File: config.mk
export PLATFORM = sky130hd
export DESIGN_NAME = jet_ctrl
export DESIGN_NICKNAME = d
export VERILOG_FILES = /design/src/rtl/core/jet_pkg.sv /design/src/rtl/core/jet_ctrl.sv
export VERILOG_INCLUDE_DIRS = /design/src /design/src/rtl/core
export SDC_FILE = /design/constraint.sdc
export NUM_CORES = 1
export LEC_CHECK = 0
export BUFFER_PORTS_ARGS = -buffer_cell sky130_fd_sc_hd__buf_2
export CAP_MARGIN = 5
export CORE_AREA = 4 4 41 43
export CTS_CLUSTER_SIZE = 10
export DETAILED_ROUTE_END_ITERATION = 7
export DIE_AREA = 0 0 45 47
export PLACE_DENSITY = 0.3
export SYNTH_ARGS = -nofsm -noshare
export SYNTH_HDL_FRONTEND = slang
export SYNTH_SLANG_ARGS = --single-unit
File: constraint.sdc
create_clock -name i_clk -period 0.9 [get_ports i_clk]
set_input_delay 0.045 -clock i_clk [delete_from_list [all_inputs] [get_ports i_clk]]
set_output_delay 0.045 -clock i_clk [all_outputs]
set_load 0.03 [all_outputs]
File: src/rtl/core/julia_escape_time_assert.svh
// Assertion macros shared by the Julia escape-time RTL.
`ifndef JULIA_ESCAPE_TIME_ASSERT_SVH
`define JULIA_ESCAPE_TIME_ASSERT_SVH

// Same-cycle implication, checked out of reset.
`define JET_ASSERT_IMPL(label, cond, conseq, msg) \
    label: assert property (@(posedge i_clk) disable iff (!i_rst_n) \
        (cond) |-> (conseq)) else $error(msg);

// Next-cycle implication, checked out of reset.
`define JET_ASSERT_NEXT(label, cond, conseq, msg) \
    label: assert property (@(posedge i_clk) disable iff (!i_rst_n) \
        (cond) |=> (conseq)) else $error(msg);

`endif

File: src/rtl/core/jet_pkg.sv
// Types, constants and helper functions of the Julia escape-time engine.
`timescale 1ns / 1ps
`default_nettype none

package jet_pkg;

    localparam int COORD_BITS    = 11;
    localparam int ITER_BITS     = 10;
    localparam int FRAC_BITS_DEF = 24;
    localparam int STEP_BITS     = 31;
    localparam int ADDR_BITS     = 5;

    localparam logic [ITER_BITS-1:0] RST_MAX_ITER     = 10'd100;
    localparam logic signed [31:0]   RST_PLANE_MIN    = -32'sd20132659;
    localparam logic [STEP_BITS-1:0] RST_STEP_X       = 31'd39322;
    localparam logic [STEP_BITS-1:0] RST_STEP_Y       = 31'd39322;
    localparam logic signed [31:0]   RST_CONST_RE     = 32'sd4781507;
    localparam logic signed [31:0]   RST_CONST_IM     = 32'sd167772;
    localparam logic [STEP_BITS-1:0] RST_ESCAPE_LIMIT = 31'd268435456;

    typedef enum logic [2:0] {
        REG_MAX_ITER     = 3'd0,
        REG_PLANE_MIN    = 3'd1,
        REG_STEP_X       = 3'd2,
        REG_STEP_Y       = 3'd3,
        REG_CONST_RE     = 3'd4,
        REG_CONST_IM     = 3'd5,
        REG_ESCAPE_LIMIT = 3'd6
    } t_reg_idx;

    typedef enum logic [1:0] {
        ST_IDLE,
        ST_INIT,
        ST_MUL,
        ST_TEST
    } t_state;

    typedef struct packed {
        logic [COORD_BITS-1:0] pixel_x;
        logic [COORD_BITS-1:0] pixel_y;
    } t_pixel;

    typedef struct packed {
        logic [COORD_BITS-1:0] out_x;
        logic [COORD_BITS-1:0] out_y;
        logic [ITER_BITS-1:0]  iter_count;
        logic                  bounded;
    } t_result;

    typedef struct packed {
        logic [ITER_BITS-1:0]  max_iterations;
        logic signed [31:0]    plane_min;
        logic [STEP_BITS-1:0]  step_x;
        logic [STEP_BITS-1:0]  step_y;
        logic signed [31:0]    const_re;
        logic signed [31:0]    const_im;
        logic [STEP_BITS-1:0]  escape_limit;
    } t_cfg;

    typedef struct packed {
        logic load;
        logic init;
        logic mul;
        logic update;
        logic finish;
    } t_cmd;

    typedef struct packed {
        logic limit_hit;
        logic escaped;
    } t_status;

    function automatic logic signed [31:0] sat32(input logic signed [63:0] v);
        logic signed [31:0] r;
        if (v > 64'sd2147483647) begin
            r = 32'sh7FFFFFFF;
        end else if (v < -64'sd2147483648) begin
            r = 32'sh80000000;
        end else begin
            r = v[31:0];
        end
        return r;
    endfunction

endpackage

`default_nettype wire

File: src/rtl/core/jet_ctrl.sv
// Controller state machine of the Julia escape-time engine.
`timescale 1ns / 1ps
`default_nettype none

module jet_ctrl (
    input  wire logic             i_clk,
    input  wire logic             i_rst_n,
    input  wire logic             i_start,
    input  wire jet_pkg::t_status i_status,
    output jet_pkg::t_cmd         o_cmd,
    output logic                  o_busy
);

    `include "julia_escape_time_assert.svh"

    jet_pkg::t_state r_state;
    jet_pkg::t_state n_state;

    always_ff @(posedge i_clk) begin
        if (!i_rst_n) begin
            r_state <= jet_pkg::ST_IDLE;
        end else begin
            r_state <= n_state;
        end
    end

    always_comb begin
        n_state = r_state;
        o_cmd   = '0;
        unique case (r_state)
            jet_pkg::ST_IDLE: begin
                if (i_start) begin
                    o_cmd.load = 1'b1;
                    n_state    = jet_pkg::ST_INIT;
                end
            end
            jet_pkg::ST_INIT: begin
                o_cmd.init = 1'b1;
                n_state    = jet_pkg::ST_MUL;
            end
            jet_pkg::ST_MUL: begin
                if (i_status.limit_hit) begin
                    o_cmd.finish = 1'b1;
                    n_state      = jet_pkg::ST_IDLE;
                end else begin
                    o_cmd.mul = 1'b1;
                    n_state   = jet_pkg::ST_TEST;
                end
            end
            jet_pkg::ST_TEST: begin
                if (i_status.escaped) begin
                    o_cmd.finish = 1'b1;
                    n_state      = jet_pkg::ST_IDLE;
                end else begin
                    o_cmd.update = 1'b1;
                    n_state      = jet_pkg::ST_MUL;
                end
            end
            default: begin
                n_state = jet_pkg::ST_IDLE;
            end
        endcase
    end

    assign o_busy = (r_state != jet_pkg::ST_IDLE);

    `JET_ASSERT_NEXT(a_start_init, (r_state == jet_pkg::ST_IDLE && i_start),
        (r_state == jet_pkg::ST_INIT), "accepted beat did not start the mapping")
    `JET_ASSERT_NEXT(a_finish_idle, o_cmd.finish,
        (r_state == jet_pkg::ST_IDLE), "controller did not return to idle after a result")
    `JET_ASSERT_IMPL(a_cmd_onehot, 1'b1, $onehot0(o_cmd),
        "more than one datapath command issued at once")

endmodule

`default_nettype wire

==> impl_metrics.yaml <==
floorplan:
  coreArea_sq_mm: 0.00130
  dieArea_sq_mm: 0.00212
  ioPinCount: 11
  start_util: 0.0981
  die_h_um: 47
  die_w_um: 45
  rows: 13
route:
  drcViolationCount: 0
  wire_per_inst_um: 9.32
  vias: 163
  ant_nets: 0
  firstDrtPassIters: 2
  viasPerCell: 3.47
  drtIter0Drc: 1
  wl_um: 438
sta:
  fin_skew_ps: 0.320
  drv_slew: 0
  rsz0062_at_grt: "true"
  post-route-min-period_ps: 1080
  fin_ws_ps: -178
  fin_crit_sh: 1.20
  worst_slew_pin_slew_ps: 157
  hold_slack_ps: 90.9
  relSlewSlack: 0.893
  fmax_ghz: 0.927
  hold_viol_final: 0
  setup_viol: 6
critical_path:
  regToRegStartpoint: "r_state[0]"
  arrival_ps: 1030
  critPathMaxFanout: 4
  crit_family: "flip-flops"
  worstPathRequired_ps: 850
  cp_cell_sequence: "or2_4 > nor2_4 > buf_6"
  startpoint_type: "flop"
  r2r_cells: 3
  slowest_delay_ps: 350
  r2r_slack_ps: 60
  slowest_stage: "dfxtp_4"
  crit_buf_inv: 1
  r2r-end: "r_state[1]"
  worstSetupPathType: "flop to output pin"
  crit_path_end_kind: "output pin"
synthesis:
  synth.avg_cell_area_sq_um: 7.09
  synth-seq-area-share: 0.314
  synth_seq_cells: 2
  synthArstFlopShare: 0
  synthesis.area_sq_um: 128
  synth_cells: 18
  synthTopCellsByCount: "3 x nand2b_1, 3 x nor2_1, 2 x dfxtp_1, 2 x nand2_1, 2 x nor2b_1"
  yosysTopAreaCell: "dfxtp_1"
  ys_top_cells_by_area: "dfxtp_1 31%, nand2b_1 15%, nor2b_1 9.8%"
  ys_types: 11
  ys.flop_type: "dfxtp_1"
  yosysWarnings: 0
  synth.top_cell.area_share: 0.314
  syn_nets: 23
  synth-edff-count: 0
placed_design:
  placed_area_sq_um: 219
  dp_hpwl_um: 305
  port_buffers: 10
  gp_congestion: 0.626
cells_and_area:
  seqCellArea_sq_um: 47.5
  multi_input_area_sq_um: 114
  largest_reg_flops: 2
  nets: 39
  largest_register: "r_state"
  fill_cells: 152
  diodes: 0
  syn2layout_area_growth_pct: 131
  largestRegisters: "r_state x2"
  drive_above_1_share: 0.688
  stdcell_area_sq_um: 295
hold_path:
  min_path_cells: 3
  holdCritStartpoint: "i_start"
  whs_endpoint: "r_state[0]"
  min_path_type: "input pin to flop"
grt:
  overflow: 0
  grt_max_degree: 8
  grt_pass1_wl_um: 772
  grt_pass1_vias: 190
  grtUsageTotal: 0.0528
  antenna_found_initial: 0
clocking:
  clkTransAtPathRegs_ps: 30
  numCtsBuffers: 3
  clockBufferDepth: 2
  cts_htree_levels: 1
  root_buffer: "clkbuf_4"
  cts_tree: "yes"
  cts-hold-fix-buffers: 0
  clkLatencyLatePin_ps: 220
  clock-sinks: 2
pwr:
  powerDensity_mw_per_mm2: 1480
  leakage_nw: 0.141
  peakVddDrop_mv: 0.325
outcome:
  status: "finished with violations"
  violations: "negative setup slack"
job:
  cap_violations: 0
worst max path at each step:
stage                     startpoint  slack [ps]       end  cells past startpoint
final                     r_state[0]        -180  o_cmd[4]                      3
after global routing      r_state[0]        -210  o_cmd[4]                      3
after CTS                 r_state[0]        -180  o_cmd[4]                      3
after detailed placement  r_state[1]         -50  o_cmd[4]                      3
after global placement    r_state[1]         -40  o_cmd[4]                      3
after floorplan           r_state[0]         -30  o_cmd[3]                      1
cells in the final DEF (no fill, tap or decap), drive strengths merged:
| cell type | count |
|---|---|
| a21oi | 1 |
| and2 | 1 |
| buf | 11 |
| clkbuf | 3 |
| dfxtp | 2 |
| inv | 1 |
| mux2i | 1 |
| nand2 | 2 |
| nand2b | 3 |
| nor2 | 3 |
| nor2b | 2 |
| o22ai | 1 |
| or2 | 1 |
per-stage QoR:
stage	util	cells	setup WS, ps	power [mW]	TNS [ps]
after floorplan	-	18	-27.1	0.183	-51.5
after global placement	0.168	44	-38.0	0.220	-38.0
after detailed placement	0.168	44	-48.5	0.220	-48.5
after CTS	0.213	47	-179	0.444	-766
after global routing	0.227	47	-212	0.470	-1000
final	0.227	47	-178	0.438	-690
worst reg2reg max path, cell delays in order, from the launching register on:
cell and delay [ps]:
dfxtp_4 350, buf_6 130, nand2b_1 150, o22ai_1 140
per-layer routing:
| metal | part of all wire | track usage | up-vias |
|---|---|---|---|
| li1 | - | - | 86 |
| met1 | 0.45 | 0.0632 | 67 |
| met2 | 0.46 | 0.0650 | 10 |
| met3 | 0.091 | 0.0268 | 0 |
| met4 | 0 | 0.0526 | 0 |
| met5 | 0 | 0 | - |
timing repair:
action,4_1_cts,5_1_grt
resized for setup,13,5
buffers inserted,0,0
pin swaps,2,2
endpoints found under the setup margin,6,6
area by class of cell:
| type | instances | share of cell area |
|---|---|---|
| clock buffer | 3 | 0.0763 |
| inverter | 1 | 0.0127 |
| multi-input combinational | 15 | 0.386 |
| sequential | 2 | 0.161 |
| tap | 15 | 0.0636 |
| timing repair buffer | 11 | 0.301 |
power breakdown:
part / internal (mW) / switching [mW]
logic: 0.0618 / 0.0738
clock network: 0.147 / 0.0492
registers: 0.0951 / 0.0111
kinds of logic after synthesis:
kind of cell	after synthesis	share of synthesized area
mux	1	0.0784
buf+inv	1	0.0294
compound gates	2	0.0882
simple gates	12	0.490
flops	2	0.314
Power figures use the tool's default switching activity.
